===== src/sv/lmc_pkg.sv =====
// Shared types, constants and register codes for the layer merge compositor.
package lmc_pkg;

    localparam int CW = 16;

    localparam logic [CW-1:0] Q_ONE     = 16'hFFFF;
    localparam logic [31:0]   Q_HALF_UP = 32'd32767;

    localparam int DIV_STEP_DEFAULT = 2;

    typedef enum logic [1:0] {
        MODE_UNION      = 2'd0,
        MODE_CLIP_BACK  = 2'd1,
        MODE_CLIP_LAYER = 2'd2,
        MODE_INTERSECT  = 2'd3
    } mode_t;

    typedef enum logic [1:0] {
        REG_OPACITY   = 2'd0,
        REG_MODE      = 2'd1,
        REG_MASK_EN   = 2'd2,
        REG_UNUSED    = 2'd3
    } reg_idx_t;

    typedef struct packed {
        logic [CW-1:0] back_r;
        logic [CW-1:0] back_g;
        logic [CW-1:0] back_b;
        logic [CW-1:0] top_r;
        logic [CW-1:0] top_g;
        logic [CW-1:0] top_b;
        logic          last;
    } pix_t;

    typedef struct packed {
        logic                use_div;
        logic [2:0][CW-1:0]  alt;
        logic [CW-1:0]       alpha;
        logic                last;
    } side_t;

endpackage


===== src/sv/lmc_alpha.sv =====
// Effective layer alpha: top alpha times opacity, then times the mask when enabled, over four stages.
module lmc_alpha (
    input  logic               clk,
    input  logic               rst_n,
    input  logic               en,
    input  logic               in_vld,
    input  logic [15:0]        top_alpha,
    input  logic [15:0]        back_alpha,
    input  logic [15:0]        mask_value,
    input  lmc_pkg::pix_t      pix_in,
    input  logic [15:0]        opacity,
    input  logic               mask_enabled,
    output logic               out_vld,
    output logic [15:0]        la,
    output logic [15:0]        ba,
    output lmc_pkg::pix_t      pix_out
);
    import lmc_pkg::*;

    // Rounded Q0.16 product finish: (p + 32767) / 65535 with one correction step.
    function automatic logic [CW-1:0] qdiv(input logic [31:0] p);
        logic [31:0]   pr;
        logic [CW-1:0] q0;
        logic [CW:0]   r;
        pr = p + Q_HALF_UP;
        q0 = pr[31:16];
        r  = {1'b0, pr[15:0]} + {1'b0, q0};
        qdiv = (r >= {1'b0, Q_ONE}) ? q0 + 16'd1 : q0;
    endfunction

    logic [3:0]    vld_reg;
    logic [31:0]   p1_reg;
    logic [CW-1:0] la1_reg;
    logic [31:0]   p2_reg;
    logic [CW-1:0] la1_s3_reg;
    logic [CW-1:0] la_reg;
    logic [3:0][CW-1:0] ba_reg;
    logic [1:0][CW-1:0] mv_reg;
    pix_t [3:0]    pix_reg;
    logic [CW-1:0] la_next;

    always_comb
    begin
        la_next = mask_enabled ? qdiv(p2_reg) : la1_s3_reg;
    end

    always_ff @(posedge clk or negedge rst_n)
    begin
        if (!rst_n)
        begin
            vld_reg <= '0;
        end
        else if (en)
        begin
            vld_reg <= {vld_reg[2:0], in_vld};
        end
    end

    always_ff @(posedge clk)
    begin
        if (en)
        begin
            p1_reg     <= 32'(top_alpha) * 32'(opacity);
            la1_reg    <= qdiv(p1_reg);
            p2_reg     <= 32'(la1_reg) * 32'(mv_reg[1]);
            la1_s3_reg <= la1_reg;
            la_reg     <= la_next;
            ba_reg     <= {ba_reg[2:0], back_alpha};
            mv_reg     <= {mv_reg[0], mask_value};
            pix_reg    <= {pix_reg[2:0], pix_in};
        end
    end

    assign out_vld = vld_reg[3];
    assign la      = la_reg;
    assign ba      = ba_reg[3];
    assign pix_out = pix_reg[3];

endmodule


===== config.mk =====
export PLATFORM = sky130hd
export DESIGN_NAME = lmc_alpha
export DESIGN_NICKNAME = d
export VERILOG_FILES = /design/src/sv/lmc_pkg.sv /design/src/sv/lmc_alpha.sv
export SDC_FILE = /design/constraint.sdc
export NUM_CORES = 2
export LEC_CHECK = 0
export BUFFER_PORTS_ARGS = -buffer_cell sky130_fd_sc_hd__buf_2
export CORE_ASPECT_RATIO = 1.75
export CORE_MARGIN = 2
export CORE_UTILIZATION = 45
export DETAILED_ROUTE_END_ITERATION = 6
export PLACE_DENSITY = 0.73
export SYNTH_ARGS = -nofsm -noshare
export SYNTH_HDL_FRONTEND = slang
export SYNTH_SLANG_ARGS = --single-unit

===== constraint.sdc =====
create_clock -name clk -period 9.8 [get_ports clk]
set_input_delay 1.47 -clock clk [delete_from_list [all_inputs] [get_ports clk]]
set_output_delay 1.47 -clock clk [all_outputs]
set_load 0.01 [all_outputs]

Word-level counts from Yosys, hierarchy flattened

Cells that the tools add are included.

Register bits: 600
Input bits: 166
Output and inout port bits: 130
Logic and storage cells: 53

Add/sub/neg operators: 6
$mul: 2
Magnitude comparators: 2
Muxes and demuxes: 3

Operators with widths:

| cell                     | number |
|---|---|
| $add A32 B15 Y32 const B | 2 |
| $mul A16 B16 Y32         | 2 |
| $mux W16                 | 3 |
| $add A16 B16 Y17         | 2 |
| $ge A17 B16 Y1 const B   | 2 |
| $add A16 B1 Y16 const B  | 2 |

Longest topological paths before layout

Depth in word-level cells: 5
Depth in mapped cells: 27
Depth with buffers taken out: 25

Least setup slack after synthesis

No wires, ideal clock.

Path kind: input to register
Start: in opacity[1]
End: reg p1_reg[30], data pin
Setup time: 266 ps
Arrival: 7748 ps
Required time: 9534 ps
Path slack: 1786 ps
Stages on the path: 24
Path buffers: 2
Cell sequence: clkbuf_1 > nand2_1 > fa_1 > fa_1 > fa_1 > fa_1 > inv_1 > fa_1 > inv_1 > fa_1 > inv_1 > ha_1 > clkbuf_1 > a211oi_1 > nand2_1 > and2_1 > a221o_1 > a311oi_1 > nor3_1 > a2111oi_0 > o21ai_1 > a41o_1 > o41ai_1 > xnor2_1

Longest elaborated chain between the ends: 1

Ends and longest elaborated chain:

| item                 | RTL line        | text |
|---|---|---|
| start, declared      | lmc_alpha.sv:11 | `input logic [15:0] opacity,` |
| $mul A16 B16 Y32     | lmc_alpha.sv:63 | `p1_reg <= 32'(top_alpha) * 32'(opacity);` |
| end signal, assigned | lmc_alpha.sv:63 |  |
| end, declared        | lmc_alpha.sv:32 | `logic [31:0] p1_reg;` |

Every way passes these cells.
A chain may end at the register's enable or synchronous reset.

Final worst setup path

Start: in top_alpha[10]
End: reg p1_reg[30], data pin

Longest elaborated chain between the ends: 1

Ends and longest elaborated chain:

| item             | RTL line        | text |
|---|---|---|
| start, declared  | lmc_alpha.sv:7  | `input logic [15:0] top_alpha,` |
| $mul A16 B16 Y32 | lmc_alpha.sv:63 |  |

Every way passes these cells.

==> metrics <==
share of the synthesized area in the top cell type 45.5%; worst hold path class reg -> reg; Critical Path Max Stage Delay 580 ps; routed len/inst 17.5 um; Fin Clk Skew 65.6 ps; post-CTS sizing 0; maxcap violations 0; Initial Utilization 45.3%; synth unique cells 93; data required time of the critical path 10170 ps; startpoint types input pin; DR top layer met5; Seq cells post-synth 600; met3 routed WL 3620 um; Mapped Cells 3170; outcome finished, final reports clean; # port buffers 295; CP max-delay cell fa_1; Largest delay share family, worst path adder cells; top post-synthesis cells by area edfxtp_1 (46%), fa_1 (20%), ha_1 (7.7%); Chip Height 395 um; largest area contributor in the synthesized netlist edfxtp_1; R2R depth 23; Worst-Skew Late Latency 630 ps; max reg flops 291; placed wire-length estimate 61100 um; Sink Count 600; Post-Synth XOR/XNOR Area 3.26%; minimum clock period 8010 ps; Rows 143; Detailed Route Iter0 Violations 1139; Crit. Startpoint top_alpha[10]; Routed Antenna Nets 0; largest net degree at the start of global routing 172; main combinational cell family by area after synthesis adder cells; FF-to-FF Start la1_reg[5]; GP Congestion 0.888; TritonCTS Buffers 52; count leader, synth edfxtp_1; Area growth, synth to finish 9.48%; Synthesized Nets 3968; crit path capture p1_reg[30]; vias in the first global route 24655; Final setup viols 0; htree depth 2; sequential area share after synthesis 45.8%; hold_buf cts 0; worst path cell trace buf_2 -> nand2_1 -> fa_1 -> fa_1 -> fa_1 -> fa_1 -> inv_1 -> fa_1 -> inv_1 -> fa_1 -> inv_1 -> ha_1 -> a211oi_1 -> nand2_1 -> and2_1 -> a221o_1 -> a311oi_1 -> nor3_1 -> a2111oi_0 -> o21ai_1 -> a41o_1 -> o41ai_1 -> xnor2_1; asr flop ratio synth 0.667%; max frequency 125 MHz; WL final 79400 um; crit path max fanout 16; Synth Area in Adders 27.6%; setup TNS 0 ps; postcts setup bufs 0; number of remaining DRC errors 0; CTS tree yes; met2 WL 43300 um; Reg clk slew, reported paths 70 ps; Buf/Inv on CP 4; overall routing resource usage 18.2%; Cell Area, Synth 39300 sq um; Yosys warnings 0; grt ovf 0; cell depth of the worst setup path 23; Die Area 89800 sq um; EDFF count, synth 596; Max Slew Vio Count 0; Final #Nets 4136; clk buf depth 3; compound-gate portion of the synthesized area 4.16%; mean post-synth cell area 12.4 sq um; vias post-DR 22841; Clk Tree Root Cell clkbuf_16; fraction of the mapped netlist area in simple logic gates 11.1%; worst reg2reg path endpoint p2_reg[31]; fillers 7596; met1 WL 28600 um; crit end category register; WS Path Type in -> reg; worst slew pin tran 1120 ps; final hold vios 0; Slew headroom 25.3%; share of cells above drive strength 1 12.7%; R2R setup slack 2300 ps; DIE WIDTH 227 um; first-pass GRT wire length 128000 um; Core Region 86800 sq um; CP most frequent cell fa_1; unrepaired setup endpoints after global routing false; Synth top cells by count edfxtp_1 (596), inv_1 (485), fa_1 (389); dpl cells 4444; multiplexer share of the synthesized area 0.414%; CP arrival 8380 ps; # IOs 296; fin crit share 81.7%; vias per std cell 5.03; final non-filler cell total 4544; antenna violations before repair 8; ys flop type edfxtp_1; DRT Pass-1 Iters 5
## per-stage QoR
stage | setup slack, ps | util, % | area (sq um) | hold slack [ps]
final | 1790 | 49.6 | 43000 | 370
after global routing | 1260 | 49.6 | 43000 | 373
after CTS | 1780 | 49.6 | 43000 | 376
after detailed placement | 1080 | 47.4 | 41200 | 405
after global placement | 1160 | 47.4 | 41200 | 400
after floorplan | 1790 | - | 39300 | 400
## cells by family after synthesis
family	Yosys count
compound gates	236
fa+ha+maj	633
flops	600
buf+inv	678
xor+xnor	142
mux	14
simple gates	867
## worst reg2reg max path: stages (launching register included)
cell,delay (ps)
edfxtp_1,870
nand2_1,190
fa_1,540
inv_1,50
fa_1,530
ha_1,140
inv_1,50
fa_1,460
fa_1,540
inv_1,50
fa_1,430
ha_1,230
or2_1,240
a311oi_1,380
o21ai_1,130
a31oi_1,420
o31ai_1,220
a41o_1,320
o41a_1,360
a211oi_2,300
o21ai_1,120
and2_1,190
o41ai_1,310
xnor2_1,100
## routing by layer
metal | global-route usage [%] | vias up
met5 | 0 | -
met1 | 19.4 | 11344
met2 | 34.5 | 598
met4 | 8.73 | 4
li1 | - | 10676
met3 | 2.63 | 219
## worst min-delay path by stage
stage               slack, ps    startpoint           end  cells past startpoint
floorplan                 400    ba_reg[32]         ba[0]                      0
global placement          400  pix_reg[126]  pix_reg[223]                      0
detailed placement        400     ba_reg[9]    ba_reg[25]                      0
CTS                       380  pix_reg[287]   pix_out[93]                      0
global route              370  pix_reg[136]  pix_reg[233]                      0
finish                    370  pix_reg[288]   pix_out[94]                      0
## cells in the final DEF, fill, tap and decap left out, drive strengths merged, types with 12 or more instances in the layout
cell type  synthesis  final
and3              15     15
a21o              23     23
xnor2             81     81
clkbuf            69     56
nor2              92     92
nor3              38     38
nor4              15     15
ha               243    243
and2             244    244
buf              123    307
inv              485    490
a21oi             59     59
nand2b            12     12
fa               389    389
nand3             29     29
clkinv             0     24
nand4             18     18
nand2            354    354
edfxtp           596    596
o21ai             43     43
a211oi            13     13
xor2              59     59
## cell type report
| class | instances | area [sq um] | share of cell area, % |
|---|---|---|---|
| tap | 1160 | 1450 | 3.37 |
| clock inverter | 41 | 539 | 1.25 |
| antenna | 3 | 7.51 | 0.0174 |
| inverter | 485 | 1820 | 4.23 |
| clock buffer | 56 | 1320 | 3.06 |
| sequential | 600 | 18000 | 41.8 |
| multi-input combinational | 1892 | 18300 | 42.5 |
| timing repair buffer | 307 | 1600 | 3.72 |
Power is not shown: default switching activity piles up to over one toggle a cycle in this logic, so the estimate is an artifact.
