===== src/sv/lmc_pkg.sv =====
// Shared types, constants and register codes for the layer merge compositor.
package lmc_pkg;

    localparam int CW = 16;

    localparam logic [CW-1:0] Q_ONE     = 16'hFFFF;
    localparam logic [31:0]   Q_HALF_UP = 32'd32767;

    localparam int DIV_STEP_DEFAULT = 2;

    typedef enum logic [1:0] {
        MODE_UNION      = 2'd0,
        MODE_CLIP_BACK  = 2'd1,
        MODE_CLIP_LAYER = 2'd2,
        MODE_INTERSECT  = 2'd3
    } mode_t;

    typedef enum logic [1:0] {
        REG_OPACITY   = 2'd0,
        REG_MODE      = 2'd1,
        REG_MASK_EN   = 2'd2,
        REG_UNUSED    = 2'd3
    } reg_idx_t;

    typedef struct packed {
        logic [CW-1:0] back_r;
        logic [CW-1:0] back_g;
        logic [CW-1:0] back_b;
        logic [CW-1:0] top_r;
        logic [CW-1:0] top_g;
        logic [CW-1:0] top_b;
        logic          last;
    } pix_t;

    typedef struct packed {
        logic                use_div;
        logic [2:0][CW-1:0]  alt;
        logic [CW-1:0]       alpha;
        logic                last;
    } side_t;

endpackage


===== src/sv/lmc_weight.sv =====
// Mode logic, weighted products and rounded numerators, over three stages.
module lmc_weight (
    input  logic               clk,
    input  logic               rst_n,
    input  logic               en,
    input  logic               in_vld,
    input  logic [15:0]        la,
    input  logic [15:0]        ba,
    input  lmc_pkg::pix_t      pix,
    input  lmc_pkg::mode_t     mode,
    output logic               out_vld,
    output logic [2:0][31:0]   num,
    output logic [15:0]        den,
    output lmc_pkg::side_t     side
);
    import lmc_pkg::*;

    logic [CW:0]   sum;
    logic [CW:0]   excess;
    logic          over;
    logic [CW-1:0] x;
    logic [CW-1:0] inv;
    logic [CW-1:0] ia;
    logic [CW:0]   s;
    logic          take_top;

    logic [CW-1:0] wb_next;
    logic [CW-1:0] wt_next;
    logic [CW-1:0] den_next;
    side_t         side_next;

    logic [2:0]          vld_reg;
    logic [CW-1:0]       wb_reg;
    logic [CW-1:0]       wt_reg;
    logic [2:0][CW-1:0]  back_reg;
    logic [2:0][CW-1:0]  top_reg;
    logic [2:0][CW-1:0]  den_reg;
    side_t [2:0]         side_reg;
    logic [2:0][31:0]    pb_reg;
    logic [2:0][31:0]    pt_reg;
    logic [2:0][31:0]    num_reg;
    logic [2:0][31:0]    num_next;

    always_comb
    begin
        sum    = {1'b0, la} + {1'b0, ba};
        excess = sum - {1'b0, Q_ONE};
        over   = (sum > {1'b0, Q_ONE});
        x      = over ? excess[CW-1:0] : '0;
        inv    = Q_ONE - la;
        ia     = (ba < inv) ? ba : inv;
        s      = {1'b0, ia} + {1'b0, la};

        wb_next  = '0;
        wt_next  = '0;
        den_next = '0;
        take_top = 1'b0;
        side_next.use_div = 1'b0;
        side_next.alpha   = '0;
        side_next.last    = pix.last;

        unique case (mode)
            MODE_UNION:
            begin
                wb_next  = ia;
                wt_next  = la;
                den_next = s[CW-1:0];
                side_next.use_div = (s != '0);
                side_next.alpha   = s[CW-1:0];
            end
            MODE_CLIP_BACK:
            begin
                wb_next  = ba - x;
                wt_next  = x;
                den_next = ba;
                side_next.use_div = over;
                side_next.alpha   = ba;
            end
            MODE_CLIP_LAYER:
            begin
                take_top        = (la != '0);
                side_next.alpha = la;
            end
            MODE_INTERSECT:
            begin
                take_top        = (x != '0);
                side_next.alpha = x;
            end
            default:
            begin
                take_top = 1'b0;
            end
        endcase

        side_next.alt = take_top ? {pix.top_b, pix.top_g, pix.top_r}
                                 : {pix.back_b, pix.back_g, pix.back_r};
    end

    // Numerator carries half the divisor so that the quotient rounds half up.
    always_comb
    begin
        for (int c = 0; c < 3; c++)
        begin
            num_next[c] = pb_reg[c] + pt_reg[c] + 32'(den_reg[1] >> 1);
        end
    end

    always_ff @(posedge clk or negedge rst_n)
    begin
        if (!rst_n)
        begin
            vld_reg <= '0;
        end
        else if (en)
        begin
            vld_reg <= {vld_reg[1:0], in_vld};
        end
    end

    always_ff @(posedge clk)
    begin
        if (en)
        begin
            wb_reg   <= wb_next;
            wt_reg   <= wt_next;
            back_reg <= {pix.back_b, pix.back_g, pix.back_r};
            top_reg  <= {pix.top_b, pix.top_g, pix.top_r};
            den_reg  <= {den_reg[1:0], den_next};
            side_reg <= {side_reg[1:0], side_next};
            for (int c = 0; c < 3; c++)
            begin
                pb_reg[c] <= 32'(back_reg[c]) * 32'(wb_reg);
                pt_reg[c] <= 32'(top_reg[c]) * 32'(wt_reg);
            end
            num_reg <= num_next;
        end
    end

    assign out_vld = vld_reg[2];
    assign num     = num_reg;
    assign den     = den_reg[2];
    assign side    = side_reg[2];

endmodule


===== config.mk =====
export PLATFORM = sky130hd
export DESIGN_NAME = lmc_weight
export DESIGN_NICKNAME = d
export VERILOG_FILES = /design/src/sv/lmc_pkg.sv /design/src/sv/lmc_weight.sv
export SDC_FILE = /design/constraint.sdc
export NUM_CORES = 2
export LEC_CHECK = 0
export BUFFER_PORTS_ARGS = -buffer_cell sky130_fd_sc_hd__buf_2
export CORE_MARGIN = 5
export CORE_UTILIZATION = 24
export CTS_CLUSTER_DIAMETER = 60
export DETAILED_ROUTE_END_ITERATION = 16
export GPL_TIMING_DRIVEN = 0
export SETUP_SLACK_MARGIN = 0.02
export SYNTH_ARGS = -nofsm -noshare
export SYNTH_HDL_FRONTEND = slang
export SYNTH_SLANG_ARGS = --single-unit

===== constraint.sdc =====
create_clock -name clk -period 18.5 [get_ports clk]
set_clock_uncertainty 0.05 [all_clocks]
set_input_delay 1.85 -clock clk [delete_from_list [all_inputs] [get_ports clk]]
set_output_delay 1.85 -clock clk [all_outputs]
set_load 0.01 [all_outputs]

; ---- Word-level counts from Yosys, hierarchy flattened
; Cells that the tools add are included.
; Widths: inputs -> output; s select.
[totals]
register_bits = 665
mem_bits_ro = 0
out_inout_bits = 179
latch_bits = 0
ramBits = 0
mem_count = 0
input_bits = 135
[classes]
bitwise = 0
n_addsub = 11
order_cmp = 2
eq_ne = 3
n_mul = 6
n_shift = 0
muxes = 9
n_reduce_logical = 4
n_div = 0
[op_table]
columns = cell, n
row1 = $mul 16x16->32, 6
row2 = $add 32x15->32, 3
row3 = $add 32x32->32, 3
row4 = $pmux 16 s2, 3
row5 = $pmux 16 s4, 1
row6 = $mux 48, 1
row7 = $add 16x16->17, 2
row8 = $mux 16, 2
row9 = $reduce_bool 16->1, 2
row10 = $gt 17x16->1 const B, 1
row11 = $reduce_bool 17->1, 1
row12 = $lt 16x16->1, 1
row13 = $sub 16x16->16, 1
row14 = $sub 16x16->16 const A, 1
row15 = $sub 16x16->16 const B, 1
row16 = $eq 2x2->1 const B, 2
row17 = $pmux 1 s2, 2
row18 = $eq 2x1->1 const B, 1
row19 = $logic_not 2->1, 1

; ---- Depth between registers and ports, before layout
[logic_depth]
ltp_word = 6
mapped_depth = 26
mapped_depth_nobuf = 24

; ---- Worst setup path after synthesis
; OpenSTA, ideal clock, no wires.
[synth_timing]
path_type = input port to flip-flop
start = input la[0]
end = register wb_reg[15], data pin
arrival_time_ns = 6.643
setup_slack_ns = 11.535
required_ns = 18.178
cell_stages = 23
cell_sequence = ha_1 fa_1 xor2_1 and3_1 o2111a_2 nand4_2 nor3_2 nand3_1 o41a_1 clkbuf_1 nor2_1 inv_1 ha_1 o21a_1 o21ai_0 nand2b_1 a21oi_1 nand3b_1 o211a_1 o211ai_1 a41oi_2 nor3_1 or4b_1
[synth_via]
elab_chain_cells = 5
elab_cells_between_ends = 9
cone_classes = add/sub: 4 / order compare: 2 / mux: 3
[synth_rtl]
columns = element, line_no
row1 = from (decl), lmc_weight.sv:7  ; input logic [15:0] la,
row2 = $add 16x16->17, lmc_weight.sv:46  ; sum = {1'b0, la} + {1'b0, ba};
row3 = $sub 16x16->16 or $gt 17x16->1 (tied branches), "lmc_weight.sv:47, lmc_weight.sv:48"
row4 = $mux 16, lmc_weight.sv:49  ; x = over ? excess[CW-1:0] : '0;
row5 = $sub 16x16->16, lmc_weight.sv:73  ; wb_next = ba - x;
row6 = $pmux 16 s2 (*), lmc_weight.sv:62  ; unique case (mode)
row7 = net wb_next[15], lmc_weight.sv:27  ; logic [CW-1:0] wb_next;
row8 = to (signal assigned), lmc_weight.sv:124  ; wb_reg <= wb_next;
row9 = to (decl), lmc_weight.sv:33  ; logic [CW-1:0] wb_reg;
; Mark *: on every way through the listed nets, which the timed path passes. The rest lies on a longest branch.
; A chain may end at the register's enable or synchronous reset.

; ---- Worst setup path in the final report
[layout_timing]
start = register wt_reg[4]
end = register pt_reg[95] (netlist bit), data pin
[layout_via]
elab_chain_cells = 1
[layout_rtl]
columns = element, line_no
row1 = from (decl), lmc_weight.sv:34  ; logic [CW-1:0] wt_reg;
row2 = from (signal assigned), lmc_weight.sv:125  ; wt_reg <= wt_next;
row3 = $mul 16x16->32, lmc_weight.sv:133  ; pt_reg[c] <= 32'(top_reg[c]) * 32'(wt_reg);
row4 = "to (signal, indexed assignment)", lmc_weight.sv:133
row5 = to (decl), lmc_weight.sv:40  ; logic [2:0][31:0] pt_reg;
; No other way between the ends.

==> qor.log <==
[status] status finished with violations
[status] violated checks capacitance limit, slew limit
[logic_synthesis] largest family of logic cells by synthesized area adder cells
[global_route] met2 Use GR 24.77%
[worst_setup_path] number of cells traversed by the worst register-to-register path 22
[global_route] GR met3 Demand/Resource 3.937%
[sta] unrepaired setup endpoints after global routing no
[placed_design] Buffers on Ports 312
[worst_setup_path] Critical Path Start Type flip-flop
[worst_setup_path] slowest CP cell sky130_fd_sc_hd__a2111oi_0
[logic_synthesis] compound-gate portion of the synthesized area 7.073%
[global_route] busiest layer in global routing met2
[global_route] wire length of the first global-routing pass 431300 um
[worst_setup_path] CP cell instances clkbuf_1 -> clkbuf_1 -> nand2_1 -> fa_1 -> fa_1 -> inv_1 -> ha_1 -> inv_1 -> fa_1 -> inv_1 -> ha_1 -> fa_1 -> ha_1 -> inv_1 -> o21bai_1 -> a2111oi_0 -> o211ai_1 -> nand3_1 -> a21oi_1 -> o41ai_1 -> nor2_1 -> a211oi_1
[floorplan] number of rows in the core area 215
[clock_network] setup repair bufs after CTS 0
[clock_network] hold-fix buffer count after cts 0
[final_layout] commonest cells after routing, fill and taps aside 1428 x sky130_fd_sc_hd__inv_1, 1215 x sky130_fd_sc_hd__fa_1, 942 x sky130_fd_sc_hd__nand2_1
[detailed_routing] post-detailed-route via-to-cell ratio 4.586
[logic_synthesis] Synth Area in Adders 41.75%
[logic_synthesis] Post-Syn Area 0.08262 mm^2
[floorplan] starting density of the core 24.09%
[detailed_routing] DRC errors left 0
[logic_synthesis] average footprint of a synthesized cell 10.11 um^2
[global_route] initial antenna violation count 96
[clock_network] number of clock sinks 665
[logic_synthesis] Seq/Total Area, Yosys 24.15%
[worst_setup_path] nature of the critical path endpoint flip-flop
[worst_setup_path] kind of critical path reg2reg
[sta] number of setup violations in the final report 0
[detailed_routing] via count 60930
[final_layout] Area growth, synth to finish 13.60%
[sta] Final Hold Viols 0
[final_layout] number of nets in the layout 10770
[clock_network] CTS tree yes
[logic_synthesis] count of state elements after synthesis 665
[global_route] pin count of the biggest net entering global routing 124
[clock_network] register clock-pin slew on the reported worst setup and hold paths 0.06 ns
[floorplan] height of the die 596.7 um
[worst_setup_path] reg2reg start wt_reg[4]
[clock_network] Clock Latency Late Sink 0.88 ns
[worst_hold_path] Min-Delay Path Class reg2reg
[floorplan] die area 0.3561 mm^2
[logic_synthesis] warning count from the yosys run 0
[floorplan] DIE WIDTH 596.7 um
[detailed_routing] 1st-iter DRT viols 5098
[logic_synthesis] mux cell area share after synthesis 0.5906%
[logic_synthesis] top post-synthesis cells by area sky130_fd_sc_hd__fa_1 29%, sky130_fd_sc_hd__edfxtp_1 24%, sky130_fd_sc_hd__ha_1 12%
[logic_synthesis] number of flops mapped to enable cells by yosys 662
[run] max-cap check violation count 2
[logic_synthesis] cell type with the highest aggregate area in the netlist sky130_fd_sc_hd__fa_1
[global_route] global-route met1 utilization 21.46%
[sta] shortest clock period the worst path allows after layout 9.080 ns
[worst_hold_path] worst hold path stage count 0
[logic_synthesis] xor and xnor fraction of the mapped netlist area 3.073%
[worst_hold_path] Hold Crit Endpoint side_reg[117]
[clock_network] TritonCTS buffer count 110
[worst_hold_path] worst hold path startpoint side_reg[51]
[floorplan] Ports 314
[sta] post-route fraction of the period consumed by the critical path 49.08%
[worst_setup_path] arrival time at the worst endpoint 9.48 ns
[sta] Peak Freq 110.1 MHz
[sta] Slew Limit Headroom -2.303%
[clock_network] number of H-tree levels 3
[global_route] total routing resource utilization after global routing 16.59%
[global_route] gr ovfl total 0
[final_layout] fraction of layout cells with a size suffix above 1 7.630%
[worst_setup_path] Slowest Stage Delay on Critical Path 0.95 ns
[detailed_routing] DR pass1 iterations 6
[sta] Final Slew Violations 15
[sta] actual transition at the worst max-transition pin 1.532 ns
[logic_synthesis] gate count after technology mapping 8171
[logic_synthesis] top flip-flop cell by instance count after synthesis sky130_fd_sc_hd__edfxtp_1
[logic_synthesis] Mapped Nets 10330
[worst_setup_path] largest fanout on the critical path 10
[global_route] vias in the first global route 61900
[final_layout] Largest register FFs 198
[worst_setup_path] worst reg2reg path endpoint pt_reg[95]
[worst_setup_path] Worst EP required 18.90 ns
[logic_synthesis] fraction of the mapped netlist area in simple logic gates 14.49%
[detailed_routing] post-DR wirelength/cell 22.51 um
[placed_design] routability-driven placement congestion ratio 0.9995
[detailed_routing] Total Wirelength 299100 um
[clock_network] cts repair resizes 0
[final_layout] most frequent standard cell in the layout excluding fill and tap cells sky130_fd_sc_hd__inv_1
[logic_synthesis] share of async-settable or async-resettable flops after synthesis 0.4511%
[floorplan] Core Box Area 0.3430 mm^2
[placed_design] DPL Wire Length 247300 um
[worst_setup_path] worst reg2reg setup slack 9.42 ns
[final_layout] Layout fillers 36310
[clock_network] CTS Root Cell sky130_fd_sc_hd__clkbuf_16
[logic_synthesis] Yosys top cell area share 29.44%
[logic_synthesis] number of distinct standard cells referenced by the synthesized netlist 98
[clock_network] number of buffers between clock root and the deepest sink 4
[detailed_routing] number of nets with antenna violations after detailed routing 0
[sta] Final TNS setup 0 ns
logic make-up (layout without fill, tap and decap cells):
logic type	Yosys count	in the layout
multiplexers	37	37
flip-flops	665	665
AO/OA/AOI/OAI	874	874
AND/OR/NAND/NOR	2424	2424
adder cells (fa/ha/maj)	2028	2028
other	0	41
XOR/XNOR	289	289
buffers and inverters	1854	2372
worst max path at each step:
stage,from,to,slack (ns),cells after the start
2_1_floorplan,la[0],wb_reg[15],11.54,23
3_3_place_gp,en,vld_reg[1],3.42,2
3_5_place_dp,la[0],wb_reg[15],9.49,19
4_1_cts,wt_reg[8],pt_reg[62],9.66,25
5_1_grt,wt_reg[2],pt_reg[62],8.96,23
6_report,wt_reg[4],pt_reg[95],9.42,22
critical path, delay by kind of cell (launching register included):
family	cells	cell delay (ns)
buffers and inverters	6	1.74
AOI/OAI and AO/OA	6	2.98
and+or+nand+nor	3	0.56
DFF	1	0.56
adders and majority gates	7	2.77
metal layers:
layer | wire (um) | part of all wire (%)
met4 | 23550 | 7.9
met3 | 27360 | 9.1
met2 | 126100 | 42
met5 | 112 | 0.037
met1 | 121900 | 41
layout make-up:
cell class | instances | area [um^2] | share of cell area [%]
buffer | 426 | 1968 | 2.097
clock inverter | 81 | 880.8 | 0.9385
clock buffer | 118 | 2804 | 2.988
inverter | 1428 | 5360 | 5.711
timing repair buffer | 319 | 1748 | 1.862
tap | 4557 | 5702 | 6.075
multi-input combinational | 5652 | 55330 | 58.96
antenna | 41 | 102.6 | 0.1093
sequential | 665 | 19950 | 21.26
cells in the mapped netlist, types with 92 or more instances:
cell type,number
sky130_fd_sc_hd__o21ai_0,133
sky130_fd_sc_hd__fa_1,1215
sky130_fd_sc_hd__a21o_1,92
sky130_fd_sc_hd__and2_1,747
sky130_fd_sc_hd__clkbuf_1,320
sky130_fd_sc_hd__nor2_1,277
sky130_fd_sc_hd__inv_1,1428
sky130_fd_sc_hd__edfxtp_1,662
sky130_fd_sc_hd__a21oi_1,243
sky130_fd_sc_hd__nand2_1,942
sky130_fd_sc_hd__xnor2_1,215
sky130_fd_sc_hd__ha_1,813
sky130_fd_sc_hd__nand3_1,144
per-stage QoR:
| step | hold slack (ns) | util [%] | std cells | setup slack [ns] | instance area [um^2] |
|---|---|---|---|---|---|
| finish | 0.3457 | 27.36 | 13290 | 9.420 | 93850 |
| global route | 0.3631 | 27.35 | 13280 | 8.960 | 93820 |
| CTS | 0.3470 | 27.33 | 13250 | 9.665 | 93750 |
| detailed placement | 0.3545 | 26.26 | 13050 | 9.487 | 90070 |
| global placement | 0.3516 | 26.20 | 13040 | 3.421 | 89880 |
| floorplan | 0.3503 | - | 8171 | 11.54 | 82620 |
Power is not shown: default switching activity piles up to over one toggle a cycle in this logic, so the estimate is an artifact.
